`config.mk`:
```
export PLATFORM = sky130hd
export DESIGN_NAME = suie_cell
export DESIGN_NICKNAME = d
export VERILOG_FILES = /design/src/design/suie_pkg.sv /design/src/design/suie_cell.sv
export SDC_FILE = /design/constraint.sdc
export NUM_CORES = 1
export LEC_CHECK = 0
export BUFFER_PORTS_ARGS = -buffer_cell sky130_fd_sc_hd__buf_2
export CORE_MARGIN = 3
export CORE_UTILIZATION = 45
export DETAILED_ROUTE_END_ITERATION = 8
export HOLD_SLACK_MARGIN = 0.06
export PLACE_DENSITY_LB_ADDON = 0.05
export SLEW_MARGIN = 5
export SYNTH_ARGS = -nofsm -noshare
export SYNTH_HDL_FRONTEND = slang
export SYNTH_SLANG_ARGS = --single-unit
```
`constraint.sdc`:
```
create_clock -name clock -period 3.6 [get_ports clock]
set_input_delay 0.18 -clock clock [delete_from_list [all_inputs] [get_ports clock]]
set_output_delay 0.18 -clock clock [all_outputs]
set_load 0.05 [all_outputs]
```
`src/design/suie_pkg.sv`:
```
// ----------------------------------------------------------------------------
// suie_pkg
// Shared types, constants and helpers for the sorted union insert engine.
// ----------------------------------------------------------------------------
package suie_pkg;

   localparam int DEPTH       = 64;
   localparam int VALUE_WIDTH = 32;
   localparam int DATA_W      = 32;
   localparam int INDEX_W     = 6;
   localparam int TOTAL_W     = 7;
   localparam int POS_W       = $clog2(DEPTH + 1);
   localparam int LOG_D       = $clog2(DEPTH);

   typedef enum logic [1:0] {
      KIND_APPEND = 2'd0,
      KIND_MERGE  = 2'd1,
      KIND_CLEAR  = 2'd2,
      KIND_READ   = 2'd3
   } kind_type;

   typedef enum logic [1:0] {
      STAT_DONE  = 2'd0,
      STAT_DUP   = 2'd1,
      STAT_FULL  = 2'd2,
      STAT_RANGE = 2'd3
   } status_type;

   typedef enum logic {
      ST_IDLE,
      ST_APPLY
   } state_type;

   typedef struct packed {
      kind_type                   kind;
      logic signed [DATA_W-1:0]   value;
      logic        [INDEX_W-1:0]  index;
   } req_type;

   typedef struct packed {
      logic signed [DATA_W-1:0]   read_value;
      logic        [TOTAL_W-1:0]  entry_total;
      status_type                 status;
      logic        [TOTAL_W-1:0]  place;
   } rsp_type;

   typedef struct packed {
      logic capture;
      logic load;
      logic shift;
   } cell_cmd_type;

   typedef struct packed {
      logic              dup;
      logic [POS_W-1:0]  place;
      logic [DEPTH-1:0]  ins_load;
      logic [DEPTH-1:0]  ins_shift;
      logic [DEPTH-1:0]  tail;
   } locate_type;

   function automatic logic signed [VALUE_WIDTH-1:0] fit_value(
      input logic signed [DATA_W-1:0] raw);
      logic signed [63:0] wide;
      wide = 64'(raw);
      return wide[VALUE_WIDTH-1:0];
   endfunction

   function automatic logic signed [DATA_W-1:0] out_value(
      input logic signed [VALUE_WIDTH-1:0] entry);
      logic signed [63:0] wide;
      wide = 64'(entry);
      return wide[DATA_W-1:0];
   endfunction

endpackage

```
`src/design/suie_cell.sv`:
```
// ----------------------------------------------------------------------------
// suie_cell
// One entry of the ordered store: compare flags, read tap, load or shift.
// ----------------------------------------------------------------------------
module suie_cell (
   input  logic                                        clock,
   input  suie_pkg::cell_cmd_type                      cmd,
   input  logic        [suie_pkg::POS_W-1:0]           pos,
   input  logic        [suie_pkg::INDEX_W-1:0]         index,
   input  logic signed [suie_pkg::VALUE_WIDTH-1:0]     cmp_value,
   input  logic signed [suie_pkg::VALUE_WIDTH-1:0]     load_value,
   input  logic signed [suie_pkg::VALUE_WIDTH-1:0]     left_entry,
   output logic signed [suie_pkg::VALUE_WIDTH-1:0]     entry,
   output logic                                        ge,
   output logic                                        eq,
   output logic signed [suie_pkg::VALUE_WIDTH-1:0]     tap
);

   logic signed [suie_pkg::VALUE_WIDTH-1:0] entry_ff, entry_in;
   logic                                    ge_ff, ge_in;
   logic                                    eq_ff, eq_in;
   logic                                    hit_ff, hit_in;

   always_comb begin
      priority if (cmd.load) begin
         entry_in = load_value;
      end else if (cmd.shift) begin
         entry_in = left_entry;
      end else begin
         entry_in = entry_ff;
      end
      if (cmd.capture) begin
         ge_in  = entry_ff >= cmp_value;
         eq_in  = entry_ff == cmp_value;
         hit_in = 32'(index) == 32'(pos);
      end else begin
         ge_in  = ge_ff;
         eq_in  = eq_ff;
         hit_in = hit_ff;
      end
   end

   always_ff @(posedge clock) begin
      entry_ff <= entry_in;
      ge_ff    <= ge_in;
      eq_ff    <= eq_in;
      hit_ff   <= hit_in;
   end

   assign entry = entry_ff;
   assign ge    = ge_ff;
   assign eq    = eq_ff;
   assign tap   = hit_ff ? entry_ff : '0;

endmodule

```
======== Yosys cells after proc, flatten, opt, wreduce, memory -nomap -nowiden ========
Cells that the tools add are included.
word-level totals
  register bits ........................... 35
  bits in latches ......................... 0
  RAM bits ................................ 0
  ROM bits ................................ 0
  output and inout bits ................... 66
  memories kept ........................... 0
cells by class
  add/sub/neg operators ................... 0
  multiply operators ...................... 0
  div/mod/pow operators ................... 0
  $lt $le $gt $ge ......................... 1
  equal/unequal tests ..................... 2
  shift-type cells ........................ 0
  muxes and demuxes ....................... 3
  bitwise logic cells ..................... 0
  reductions and logical operators ........ 1
operators by type and width
  operator            number
  $mux W32            3
  $eq A32 B32 Y1      1
  $ge A32 B32 Y1      1
  $eq A6 B7 Y1        1
  $reduce_bool A2 Y1  1

======== Logic depth before layout (Yosys ltp) ========
  depth in word-level cells ............... 2
  depth in mapped cells ................... 8

======== Worst setup path before layout ========
No wires, ideal clock.
  path kind ............................... register to register
  start ................................... reg entry_ff (netlist bit entry[19])
  end ..................................... reg ge_ff (netlist: ge), data pin
  data arrival time ....................... 2.141 ns
  required time ........................... 3.341 ns
  path slack .............................. 1.200 ns
  stages on the path, launching flop included .. 8
  buffers on the path ..................... 0
  clock period less this slack ............ 2.400 ns
  cells stage by stage .................... edfxtp_1 ha_1 a21oi_2 o21ai_1 a221o_1 a2111oi_4 and3_1 o21bai_1
on the way
  longest elaborated chain between the ends .. 1
RTL lines
  element                   RTL line         source
  start: declaration        suie_cell.sv:19  logic signed [suie_pkg::VALUE_WIDTH-1:0] entry_ff, entry_in;
  start signal: assignment  suie_cell.sv:44  entry_ff <= entry_in;
  $ge A32 B32 Y1            suie_cell.sv:33  ge_in = entry_ff >= cmp_value;
  end signal: assignment    suie_cell.sv:45  ge_ff <= ge_in;
  end: declaration          suie_cell.sv:20  logic ge_ff, ge_in;
Every way passes these cells.
A chain may end at the register's enable or synchronous reset.

======== Worst setup path after layout ========
  start ................................... reg entry_ff (netlist bit entry[31])
  end ..................................... reg ge_ff (netlist: ge), data pin
The elaborated chain is that of the path after synthesis.

==> impl_metrics.csv <==
group,metric,value,unit
run,drv_cap,0,
placement,place_area,3520,um2
clocking,cts_resized,0,
cells_and_area,area_delta_synth_final,40.3,%
setup_path,crit_slowest_cell,"nor4_1",
routing,wl_per_cell,13.3,um
die,die_h,81.5,um
sta,setup_viol,0,
synth,ys_seq_elements,35,
cells_and_area,fillers,442,
die,die_w,81.5,um
setup_path,crit_chain,"ha_1 > nand4_1 > nor4_1 > o31ai_4 > a21oi_1 > o21bai_1",
die,die_area,6640,um2
pwr,clockPowerShare,0.189,
sta,finalCriticalPeriod,2.27,ns
clocking,htreeDepth,2,
sta,fin_crit_sh,0.629,
synth,avgSynthCellArea,11.1,um2
clocking,cts_buffer_depth,2,
clocking,hold_buffers,0,
clocking,cts_tree,"yes",
cells_and_area,nets,553,
setup_path,max_stage_delay,0.68,ns
die,pin_count,179,
clocking,insertion_delay,0.29,ns
routing,drt_first_pass_iters,4,
synth,synth_top_area_frac,0.410,
run_status,outcome,"finished clean",
cells_and_area,stdcell_area,3600,um2
routing,via_count,2280,
sta,fin_skew,0.00465,ns
pwr,cellLeakagePower,1.89,nW
setup_path,crit_type,"flip-flop to flip-flop",
sta,hold_violations,0,
setup_path,arrival,2.30,ns
cells_and_area,antenna_cells,0,
sta,whs,0.131,ns
placement,hpwl,5.31,mm
global_routing,antenna_found_initial,0,
setup_path,critPathTopFamily,"simple AND/OR/NAND/NOR gates",
synth,synthTopCellsByArea,"edfxtp_1 (41%), ha_1 (16%), mux2_2 (14%), and2_1 (7.8%), inv_1 (4.8%)",
routing,vias_per_cell,4.76,
sta,fmax,0.441,GHz
synth,synth.distinct_cells,27,
synth,synthCells,230,
clocking,cts_setup_buffers,0,
setup_path,r2r-start,"entry[31]",
synth,syn-num-nets,375,
placement,place_congestion,0.754,
die,core_area,5300,um2
synth,yosysWarnings,0,
sta,relSlewSlack,0.441,
pwr,p_sw,0.567,mW
clocking,cts-buffers-inserted,5,
clocking,cts_root_buf,"clkbuf_8",
routing,antenna_left,0,
clocking,clk_pin_slew,0.07,ns
die,initial_core_util,0.483,
clocking,clock-sinks,35,
synth,yosysSeqAreaShare,0.410,
placement,io_buffers,178,
global_routing,grt_use_total,0.190,
sta,tns,0,ns
pwr,p_seq_frac,0.386,
die,num_rows,26,
synth,synth_area,2560,um2
setup_path,crit_start,"entry[31]",
cells_and_area,layout_common_cells,"buf_2 (178), edfxtp_1 (35), inv_1 (33)",
routing,drc,0,
pwr,power_density,387,nW/um2
pwr,power_frac_comb,0.425,
sta,drv_slew,0,
global_routing,grt_max_degree,34,
global_routing,first_global_vias,2276,
routing,drt-total-wl,6.37,mm
setup_path,worstPathRequired,3.64,ns
pwr,swShare,0.407,
setup_path,critPathCaptureType,"flip-flop",
pwr,internal-power,0.826,mW
cells_and_area,drive_gt1_frac,0.540,
synth,synth_area_leader_cell,"edfxtp_1",
global_routing,grt_pass1_wl,9.66,mm
routing,drt_iter0_drc,45,
sta,worst_pin_slew,0.838,ns
cells_and_area,final_common_cell,"buf_2",
setup_path,path_max_fanout,4,
setup_path,worstSetupStartpointType,"flip-flop",
hold_path,hp-start,"cmd[2]",
pwr,irDropWorstVdd,213,uV
sta,rsz0062_at_grt,"false",
hold_path,hp-class,"input pin to flip-flop",
setup_path,critPathBufInv,0,
global_routing,grt_overflow,0,
[layout make-up]
| type | count | area, um2 | area share |
|---|---|---|---|
| multi-input combinational | 155 | 1360 | 0.379 |
| timing repair buffer | 178 | 891 | 0.248 |
| clock buffer | 6 | 72.6 | 0.0202 |
| clock inverter | 2 | 7.51 | 0.00209 |
| sequential | 35 | 1050 | 0.292 |
| tap | 70 | 87.6 | 0.0244 |
| inverter | 33 | 124 | 0.0344 |
[synth_stat cells, drive strengths merged]
master / n
a221o: 2
xor2: 6
o211ai: 1
nor2: 3
inv: 33
o21bai: 1
mux2: 32
a21boi: 1
a21oi: 13
nand3: 4
edfxtp: 35
nor2b: 2
ha: 32
and2: 32
o21ai: 2
nand4: 7
a2111oi: 1
nand2: 6
or4: 1
nor4: 3
a21o: 3
or2: 1
clkbuf: 7
and3: 1
o31ai: 1
[routing by layer]
| layer | vias to the layer above | track usage | wire length [um] |
|---|---|---|---|
| met5 | - | 0 | 0 |
| met4 | 0 | 0.0507 | 67 |
| met3 | 5 | 0.0406 | 575 |
| met2 | 102 | 0.375 | 3420 |
| met1 | 1004 | 0.201 | 2300 |
| li1 | 1169 | - | - |
[metrics by stage]
stage	setup slack [ns]	power, mW	cells	util
6_report	1.33	1.39	479	0.678
3_3_place_gp	1.33	1.13	471	0.663
4_1_cts	1.31	1.41	479	0.678
2_1_floorplan	1.20	0.971	230	-
5_1_grt	1.14	1.48	479	0.678
3_5_place_dp	1.33	1.14	471	0.663
[worst paths after layout]
kind	to	slack [ns]	cells after the start
max	ge	1.33	6
min	ge	0.13	1
max reg2reg	ge	1.33	6
min reg2reg	eq	0.86	3
[flip-flops by register name, indices dropped and copies added, names as in the netlist]
register,cells
hit_ff,1
eq,1
entry,32
ge,1
[power groups by stage]
stage          sequential, mW  clock, mW  combinational [mW]
6_report                0.537      0.263               0.592
5_1_grt                 0.544      0.292               0.640
4_1_cts                 0.538      0.271               0.598
3_5_place_dp            0.547          0               0.596
3_3_place_gp            0.544          0               0.590
2_1_floorplan           0.688          0               0.283
[worst register-to-register path: stages, from the launching register on]
cell and delay, ns:
edfxtp_1 0.43, ha_1 0.35, nand4_1 0.14, nor4_1 0.68, o31ai_4 0.16, a21oi_1 0.17, o21bai_1 0.08
[cell families (layout without fill, tap and decap cells)]
group,count (synthesis),count (layout),synth area share
AOI/OAI and AO/OA,25,25,0.0781
xor gates and xnor gates,6,6,0.0205
adders and majority gates,32,32,0.156
buffers and inverters,40,219,0.0586
DFF,35,35,0.410
muxes,32,32,0.141
and+or+nand+nor,60,60,0.136
(Power assumes the default switching activity.)
