File: src/design/suie_pkg.sv
// ----------------------------------------------------------------------------
// suie_pkg
// Shared types, constants and helpers for the sorted union insert engine.
// ----------------------------------------------------------------------------
package suie_pkg;

   localparam int DEPTH       = 64;
   localparam int VALUE_WIDTH = 32;
   localparam int DATA_W      = 32;
   localparam int INDEX_W     = 6;
   localparam int TOTAL_W     = 7;
   localparam int POS_W       = $clog2(DEPTH + 1);
   localparam int LOG_D       = $clog2(DEPTH);

   typedef enum logic [1:0] {
      KIND_APPEND = 2'd0,
      KIND_MERGE  = 2'd1,
      KIND_CLEAR  = 2'd2,
      KIND_READ   = 2'd3
   } kind_type;

   typedef enum logic [1:0] {
      STAT_DONE  = 2'd0,
      STAT_DUP   = 2'd1,
      STAT_FULL  = 2'd2,
      STAT_RANGE = 2'd3
   } status_type;

   typedef enum logic {
      ST_IDLE,
      ST_APPLY
   } state_type;

   typedef struct packed {
      kind_type                   kind;
      logic signed [DATA_W-1:0]   value;
      logic        [INDEX_W-1:0]  index;
   } req_type;

   typedef struct packed {
      logic signed [DATA_W-1:0]   read_value;
      logic        [TOTAL_W-1:0]  entry_total;
      status_type                 status;
      logic        [TOTAL_W-1:0]  place;
   } rsp_type;

   typedef struct packed {
      logic capture;
      logic load;
      logic shift;
   } cell_cmd_type;

   typedef struct packed {
      logic              dup;
      logic [POS_W-1:0]  place;
      logic [DEPTH-1:0]  ins_load;
      logic [DEPTH-1:0]  ins_shift;
      logic [DEPTH-1:0]  tail;
   } locate_type;

   function automatic logic signed [VALUE_WIDTH-1:0] fit_value(
      input logic signed [DATA_W-1:0] raw);
      logic signed [63:0] wide;
      wide = 64'(raw);
      return wide[VALUE_WIDTH-1:0];
   endfunction

   function automatic logic signed [DATA_W-1:0] out_value(
      input logic signed [VALUE_WIDTH-1:0] entry);
      logic signed [63:0] wide;
      wide = 64'(entry);
      return wide[DATA_W-1:0];
   endfunction

endpackage

File: src/design/suie_locate.sv
// ----------------------------------------------------------------------------
// suie_locate
// Find the first live cell at or above the value and build the insert masks.
// ----------------------------------------------------------------------------
module suie_locate (
   input  logic [suie_pkg::DEPTH-1:0]  ge_vec,
   input  logic [suie_pkg::DEPTH-1:0]  eq_vec,
   input  logic [suie_pkg::POS_W-1:0]  count,
   output suie_pkg::locate_type        loc
);

   logic [suie_pkg::DEPTH-1:0] live;
   logic [suie_pkg::DEPTH-1:0] tail;
   logic [suie_pkg::DEPTH-1:0] stop;
   logic [suie_pkg::DEPTH-1:0] pre;
   logic [suie_pkg::DEPTH-1:0] first;
   logic [suie_pkg::POS_W-1:0] k;
   logic                       found;

   always_comb begin
      for (int i = 0; i < suie_pkg::DEPTH; i++) begin
         live[i] = suie_pkg::POS_W'(i) < count;
         tail[i] = suie_pkg::POS_W'(i) == count;
      end
      stop = ge_vec & live;
      pre  = stop;
      for (int l = 0; l < suie_pkg::LOG_D; l++) begin
         pre = pre | (pre << (1 << l));
      end
      first = stop & ~(pre << 1);
      found = |stop;
      k     = '0;
      for (int i = 0; i < suie_pkg::DEPTH; i++) begin
         k = k | (first[i] ? suie_pkg::POS_W'(i) : '0);
      end
      loc.dup       = |(first & eq_vec);
      loc.place     = found ? k : count;
      loc.ins_load  = found ? first : tail;
      loc.ins_shift = pre & ~first & (live | tail);
      loc.tail      = tail;
   end

endmodule

File: config.mk
export PLATFORM = sky130hd
export DESIGN_NAME = suie_locate
export DESIGN_NICKNAME = d
export VERILOG_FILES = /design/src/design/suie_pkg.sv /design/src/design/suie_locate.sv
export SDC_FILE = /design/constraint.sdc
export NUM_CORES = 1
export LEC_CHECK = 0
export BUFFER_PORTS_ARGS = -buffer_cell sky130_fd_sc_hd__buf_2
export CAP_MARGIN = 10
export CORE_ASPECT_RATIO = 1.4
export CORE_MARGIN = 2
export CORE_UTILIZATION = 30
export DETAILED_ROUTE_END_ITERATION = 8
export PLACE_DENSITY = 0.61
export SYNTH_ARGS = -nofsm -noshare
export SYNTH_HDL_FRONTEND = slang
export SYNTH_SLANG_ARGS = --single-unit
File: constraint.sdc
create_clock -name vclk -period 4.9
set_input_delay 0.735 -clock vclk [all_inputs]
set_output_delay 0.735 -clock vclk [all_outputs]
set_load 0.05 [all_outputs]
Yosys cells after proc, flatten, opt, wreduce, memory -nomap -nowiden
Cells that the tools add are included.
{"block": "op_classes", "magnitude_cmp": 64, "n_eq_ne": 63, "muxes": 65, "bitwise": 76, "reduce_logical": 3}
{"operator": "bitwise OR 64 bit", "n": 7}
{"operator": "AND 64 bit", "n": 5}
{"operator": "equality test 6 x 7 -> 1 bit, first input constant", "n": 32}
{"operator": "< comparator 6 x 7 -> 1 bit, first input constant", "n": 32}
{"operator": "2-to-1 mux 6 bit", "n": 32}
{"operator": "bitwise OR 6 bit", "n": 30}
{"operator": "NOT 64 bit", "n": 2}
{"operator": "OR reduction 64 bit", "n": 2}
{"operator": "equality test 5 x 7 -> 1 bit, first input constant", "n": 16}
{"operator": "< comparator 5 x 7 -> 1 bit, first input constant", "n": 16}
{"operator": "2-to-1 mux 5 bit", "n": 16}
{"operator": "bitwise OR 5 bit", "n": 15}
{"operator": "2-to-1 mux 64 bit", "n": 1}
{"operator": "equality test 4 x 7 -> 1 bit, first input constant", "n": 8}
{"operator": "< comparator 4 x 7 -> 1 bit, first input constant", "n": 8}
{"operator": "2-to-1 mux 4 bit", "n": 8}
{"operator": "equality test 3 x 7 -> 1 bit, first input constant", "n": 4}
{"operator": "< comparator 3 x 7 -> 1 bit, first input constant", "n": 4}
{"operator": "bitwise OR 4 bit", "n": 7}
{"operator": "equality test 2 x 7 -> 1 bit, first input constant", "n": 2}
{"operator": "< comparator 1 x 7 -> 1 bit, first input constant", "n": 2}
{"operator": "< comparator 2 x 7 -> 1 bit, first input constant", "n": 2}
{"operator": "2-to-1 mux 3 bit", "n": 4}
{"operator": "bitwise OR 3 bit", "n": 3}
{"operator": "other kinds (12)", "n": 13}
{"block": "totals", "reg_bits": 0, "output_inout_bits": 200, "word_cells": 271}

Logic depth before layout (Yosys ltp)
Gate-level depths: netlist of run 1.
{"block": "logic_depth", "word_depth": 74, "depth_mapped": 15, "mapped_depth_nobuf": 10}

Least setup slack after synthesis of run 1
No wires, ideal clock.
{"block": "synth_path", "path_type": "input to output", "start": "input count[5] (netlist bit)", "end": "output loc[121] (netlist bit)", "arrival_time_ns": 5.011, "path_slack_ns": -0.846, "path_stages": 11, "cell_sequence": "buf_2 -> buf_2 -> buf_2 -> buf_1 -> nand2_1 -> o21ai_0 -> o21a_1 -> or3_1 -> nor3_1 -> and3_1 -> a2111oi_0"}
{"item": "start, declared", "line_no": "suie_locate.sv:8", "text": "input logic [suie_pkg::POS_W-1:0] count,"}
{"item": "end, declared", "line_no": "suie_locate.sv:9", "text": "output suie_pkg::locate_type loc"}

==> implementation parameters, run 1 <==
Parameter                              Value

Pwr
  Worst IR Drop VDD    0.0584 mV
  Power Density    81.1 mW/mm2
  LEAKAGE    5.15 nW

Finish
  Number of nets in the layout    1694
  Layout Area Growth over Synthesis    107%
  Layout filler cell count    1611
  Seq Cell Count    0
  Post-layout util    0.636
  Most common cell after layout, fill and taps aside    sky130_fd_sc_hd__buf_4
  Commonest non-fill, non-tap cells in the layout    sky130_fd_sc_hd__buf_4 (375), sky130_fd_sc_hd__buf_2 (311), sky130_fd_sc_hd__nor2_1 (146)
  Clock buf count    0
  Number of diodes    0
  Area of the multi-input gates    0.00537 mm2
  Sequential cell area    0 um2
  Layout cells sized above 1    0.549
  Post-Layout Inst Area    0.0107 mm2

Die
  Die Y    159 um
  Initial core utilization    0.306
  I/O pin count    335
  Floorplan Core Area    0.0168 mm2
  DIE AREA    0.0183 mm2
  Die span in x    115 um
  Cell Rows    56

Drt
  Post-detailed-routing wire length    49200 um
  Final ANT Viol Nets    0
  Residual DRC count    0
  1st-iter DRT viols    1567
  Number of vias per cell after detailed routing    6.44
  Post-DR wirelength/cell    28.0 um
  Pre-antenna DRT Iters    6
  Via count of the routed design    11.3k

GRT
  Global-route wire length before repair    69200 um
  Maximum number of pins on one net before global-route repair    21
  Leftover overflow at the end of global routing    0
  All-layer global routing usage    0.508
  Antenna violations before repair    0
  Via count of the first global-routing pass    10.9k

Setup path
  Highest-delay cell along the critical path    sky130_fd_sc_hd__a41oi_1
  Nature of the critical path startpoint    input port
  Stages on the worst setup path    15
  Delay-heaviest family, CP    simple AND/OR/NAND/NOR gates
  Critical path's largest stage delay    0.69 ns
  Critical path data arrival time    4.28 ns
  Data required time at the worst endpoint    4.16 ns
  Critical setup path kind    input port to output port
  Maximum net fanout on the critical path    7
  Beginning of the critical path    count[1]
  Kind of end point of the critical path    output port
  Most common cell type on the critical path    sky130_fd_sc_hd__buf_4
  Critical path buffer and inverter count    5
  CP Cell Sequence    buf_2 > buf_4 > a21o_1 > buf_12 > a41oi_1 > nor2b_1 > or3_1 > buf_4 > nor4b_2 > and4_1 > or2_2 > nor4_2 > nand3_1 > o22a_1 > buf_6

Timing
  Hold_ws    1.90 ns
  Summed negative setup slack over all endpoints    -0.336 ns
  Count of final setup violators    7
  Peak Freq    199 MHz
  Worst slew slack as a fraction of its limit    0.0215
  Number of slew-limit violations in the final report    0
  Worst setup slack after layout    -0.119 ns
  Part of the cycle the worst path needs    1.02
  Transition time at the pin with the least slew margin    1.45 ns
  Final number of hold-violating endpoints    0
  Min cycle time layout    5.02 ns

Yosys
  Syn Area/Cell    5.72 um2
  Area fraction of the dominant cell type after synthesis    0.111
  Post-synthesis cell type count    83
  Mapped Nets    1036
  Post-synthesis cell type with the largest combined area    sky130_fd_sc_hd__nor2_1
  Count of synthesis-stage warnings from yosys    0
  Top cells by area, synth    sky130_fd_sc_hd__nor2_1 (11%), sky130_fd_sc_hd__nand2_1 (6.3%), sky130_fd_sc_hd__o21ai_0 (6.2%)
  Seq/Total Area, Yosys    0
  Summed instance area of the synthesized netlist    0.00515 mm2
  Cell count after synthesis    901

Placement
  Detailed-placement wirelength estimate    40000 um
  Buffers on Ports    334
  Global placement routability congestion    1.18
  Placed instance area    0.0101 mm2

Hold path
  Number of instances on the worst hold path    4
  Hold Path Class    input port to output port
  Start point of the worst min-delay path    eq_vec[56]

Flow run
  # Max-Cap Violations    0

Run status
  Result of the run    complete, but fails checks
  Violations in the final reports    setup timing
Yosys cell counts, types with 17 or more instances:
library cell,instances
sky130_fd_sc_hd__nor4_1,27
sky130_fd_sc_hd__clkbuf_1,36
sky130_fd_sc_hd__nor2_1,152
sky130_fd_sc_hd__a21oi_1,44
sky130_fd_sc_hd__buf_2,23
sky130_fd_sc_hd__and3_1,17
sky130_fd_sc_hd__o21ai_0,64
sky130_fd_sc_hd__nand2_1,86
sky130_fd_sc_hd__nand3_1,55
sky130_fd_sc_hd__nor3_1,37
sky130_fd_sc_hd__nand4_1,28
sky130_fd_sc_hd__o211ai_1,19
sky130_fd_sc_hd__inv_1,20
worst min-delay path, cell delays in order:
cell and delay, ns:
sky130_fd_sc_hd__buf_2 0.08, sky130_fd_sc_hd__nand2_1 0.05, sky130_fd_sc_hd__nand4_1 0.12, sky130_fd_sc_hd__buf_6 0.17
stage by stage:
step | power (W) | std cells | worst slack, ns
after floorplan | 0.000380 | 901 | -0.474
after global placement | 0.000782 | 1741 | -0.446
after detailed placement | 0.000780 | 1741 | -0.470
after CTS | 0.000797 | 1746 | -0.000895
after global routing | 0.000891 | 1760 | -0.159
final | 0.000867 | 1760 | -0.119
power breakdown:
group | internal [W] | switching (W) | total (W)
registers | 0 | 0 | 0
clock network | 0 | 0 | 0
logic | 0.000322 | 0.000545 | 0.000867
total | 0.000322 | 0.000545 | 0.000867
per-layer routing:
| layer | up-vias | part of all wire | global-route usage |
|---|---|---|---|
| met5 | - | 0 | 0 |
| met4 | 0 | 0.13 | 0.467 |
| met3 | 365 | 0.12 | 0.115 |
| met2 | 1024 | 0.44 | 0.797 |
| met1 | 5148 | 0.32 | 0.556 |
| li1 | 4805 | - | - |
final timing paths:
check,slack (ns),to
min,1.90,loc[199]
max,-0.12,loc[194]
layout make-up:
class                           instances  share of cell area
Inverter                               20             0.00702
Multi-Input combinational cell        813               0.502
Timing Repair Buffer                  724               0.467
Tap cell                              203              0.0238
cell families (layout without fill, tap and decap cells):
logic type	Yosys count	in the layout	synth area share
compound gates	278	278	0.374
buf+inv	88	744	0.0714
mux	1	1	0.00194
other cells	1	1	0.000728
simple gates	533	533	0.552
repair_timing:
item	CTS	global route
hold buffers	0	0
hold endpoints to repair	0	0
gates cloned	0	1
setup buffers	5	13
setup endpoints to repair	58	70
resized for setup	28	97
pin swaps	7	31
Power figures use the tool's default switching activity.
==> inputs of run 2 (changes only) <==
- CORE_ASPECT_RATIO: 1.4 -> 0.8
==> run 2 against run 1 <==
Net effect:
- the run still ends with setup timing left
- worst hold slack improved by 0.0095 ns
- wire length shrank 2.3%
- combinational power is 0.5% lower
- setup slack gained 0.033 ns
- final area about the same
- critical path type unchanged
- highest routed layer unchanged
- final cell count rose by 0.85%
- first-iteration DRC count increased by 16%
- non-clock buffer count decreased by 5
==> implementation parameters, run 2 (same netlist as run 1, synthesis figures left out) <==
Parameter                              Value

Setup path
  Data required time at the worst endpoint    4.16 ns (about the same)
  Kind of end point of the critical path    output port (unchanged)
  Critical path data arrival time    4.25 ns (was 4.28 ns)
  Critical setup path kind    input port to output port (unchanged)
  Nature of the critical path startpoint    input port (unchanged)
  Maximum net fanout on the critical path    11 (was 7)

Timing
  Transition time at the pin with the least slew margin    0.950 ns (was 1.45 ns)
  Number of slew-limit violations in the final report    0 (unchanged)
  Hold_ws    1.91 ns (was 1.90 ns)
  Worst setup slack after layout    -0.0860 ns (was -0.119 ns)
  Count of final setup violators    1 (was 7)
  Final number of hold-violating endpoints    0 (unchanged)
  Part of the cycle the worst path needs    1.02 (about the same)
  Peak Freq    201 MHz (was 199 MHz)
  Min cycle time layout    4.99 ns (was 5.02 ns)
  Summed negative setup slack over all endpoints    -0.0860 ns (was -0.336 ns)
  Unrepaired setup endpoints after global routing    yes
  Worst slew slack as a fraction of its limit    0.367 (was 0.0215)

Drt
  Via count of the routed design    11.4k (was 11.3k)
  Post-DR wirelength/cell    27.1 um (was 28.0 um)
  1st-iter DRT viols    1815 (was 1567)
  Post-detailed-routing wire length    48100 um (was 49200 um)
  Pre-antenna DRT Iters    7 (was 6)
  Number of vias per cell after detailed routing    6.40 (was 6.44)
  Residual DRC count    0 (unchanged)
  Final ANT Viol Nets    0 (unchanged)

Finish
  Commonest non-fill, non-tap cells in the layout    sky130_fd_sc_hd__buf_4 (382), sky130_fd_sc_hd__buf_2 (299), sky130_fd_sc_hd__nor2_1 (146) (was sky130_fd_sc_hd__buf_4 (375), sky130_fd_sc_hd__buf_2 (311), sky130_fd_sc_hd__nor2_1 (146))
  Layout Area Growth over Synthesis    107% (about the same)
  Seq Cell Count    0 (unchanged)
  Clock buf count    0 (unchanged)
  Sequential cell area    0 um2 (unchanged)
  Most common cell after layout, fill and taps aside    sky130_fd_sc_hd__buf_4 (unchanged)
  Number of nets in the layout    1689 (was 1694)
  Layout cells sized above 1    0.548 (was 0.549)
  Post-Layout Inst Area    0.0107 mm2 (about the same)

Placement
  Global placement routability congestion    1.17 (was 1.18)
  Buffers on Ports    334 (unchanged)
  Detailed-placement wirelength estimate    39800 um (was 40000 um)
  Worst slack, placed    -0.330 ns (was -0.470 ns)
  Placed instance area    0.00989 mm2 (was 0.0101 mm2)

Pwr
  Power Density    80.7 mW/mm2 (was 81.1 mW/mm2)
  LEAKAGE    5.17 nW (was 5.15 nW)
  Worst IR Drop VDD    0.0473 mV (was 0.0584 mV)

GRT
  All-layer global routing usage    0.497 (was 0.508)
  Maximum number of pins on one net before global-route repair    27 (was 21)
  Antenna violations before repair    0 (unchanged)
  Leftover overflow at the end of global routing    0 (unchanged)
  Via count of the first global-routing pass    10.2k (was 10.9k)
  Global-route wire length before repair    66700 um (was 69200 um)

Clocking
  Number of hold buffers added after cts    0 (unchanged)

Die
  I/O pin count    335 (unchanged)
  Cell Rows    42 (was 56)
  DIE AREA    0.0183 mm2 (about the same)
  Die span in x    151 um (was 115 um)
  Die Y    121 um (was 159 um)
  Initial core utilization    0.309 (was 0.306)
  Floorplan Core Area    0.0167 mm2 (was 0.0168 mm2)

Flow run
  # Max-Cap Violations    0 (unchanged)

Run status
  Violations in the final reports    setup timing (unchanged)
  Result of the run    complete, but fails checks (unchanged)

Hold path
  Hold Path Sink    loc[199] (unchanged)
  Hold Path Class    input port to output port (unchanged)
  Start point of the worst min-delay path    eq_vec[56] (unchanged)
  Number of instances on the worst hold path    4 (unchanged)
## run 2: layer usage
metal	wire [um]	global-route usage
met5	0	0
met4	2030	0.146
met3	8890	0.221
met2	18600	0.680
met1	18600	0.690
## run 2: per-stage QoR
| stage | utilization | cells | total power (W) |
|---|---|---|---|
| CTS | 0.610 | 1753 | 0.000790 |
| floorplan | - | 901 | 0.000380 |
| detailed placement | 0.594 | 1746 | 0.000772 |
| global placement | 0.594 | 1746 | 0.000777 |
| global route | 0.641 | 1772 | 0.000884 |
| finish | 0.642 | 1775 | 0.000863 |
## run 2: worst max path at each step
stage / start / to
4_1_cts: count[5] / loc[199]
2_1_floorplan: count[5] / loc[160]
6_report: count[5] / loc[199]
3_5_place_dp: count[5] / loc[194]
5_1_grt: count[0] / loc[199]
3_3_place_gp: count[1] / loc[194]
## run 2: layout make-up
| class | count | area [um2] |
|---|---|---|
| multi-input combinational | 813 | 5380 |
| fill | 1591 | 5970 |
| antenna | 3 | 7.51 |
| tap | 220 | 275 |
| timing repair buffer | 719 | 4950 |
| inverter | 20 | 75.1 |
## run 2: repair_timing
item | CTS | global route
pin swaps | 9 | 27
setup endpoints to repair | 38 | 66
setup buffers | 7 | 18
cloned | 0 | 2
resized for setup | 62 | 94
## run 2: where the power goes
| part | internal [W] | switching, W | leakage, nW | total (W) |
|---|---|---|---|---|
| logic | 0.000321 | 0.000542 | 5.17 | 0.000863 |
| clock network | 0.0000000000218 | 0 | 0.0000104 | 0.0000000000218 |
| registers | 0 | 0 | 0 | 0 |
## run 2: worst max-delay path, stage by stage
cell and delay [ns]:
sky130_fd_sc_hd__buf_6 0.12, sky130_fd_sc_hd__nor4_4 0.38, sky130_fd_sc_hd__buf_4 0.18, sky130_fd_sc_hd__buf_4 0.17
sky130_fd_sc_hd__a21oi_1 0.12, sky130_fd_sc_hd__nor2_1 0.28, sky130_fd_sc_hd__nand3_4 0.16, sky130_fd_sc_hd__or4b_4 0.63
sky130_fd_sc_hd__buf_12 0.18, sky130_fd_sc_hd__nor3_4 0.28, sky130_fd_sc_hd__buf_4 0.16, sky130_fd_sc_hd__a222oi_1 0.08
sky130_fd_sc_hd__nand4_1 0.33, sky130_fd_sc_hd__nor4_4 0.11, sky130_fd_sc_hd__nand4_1 0.16, sky130_fd_sc_hd__buf_12 0.16
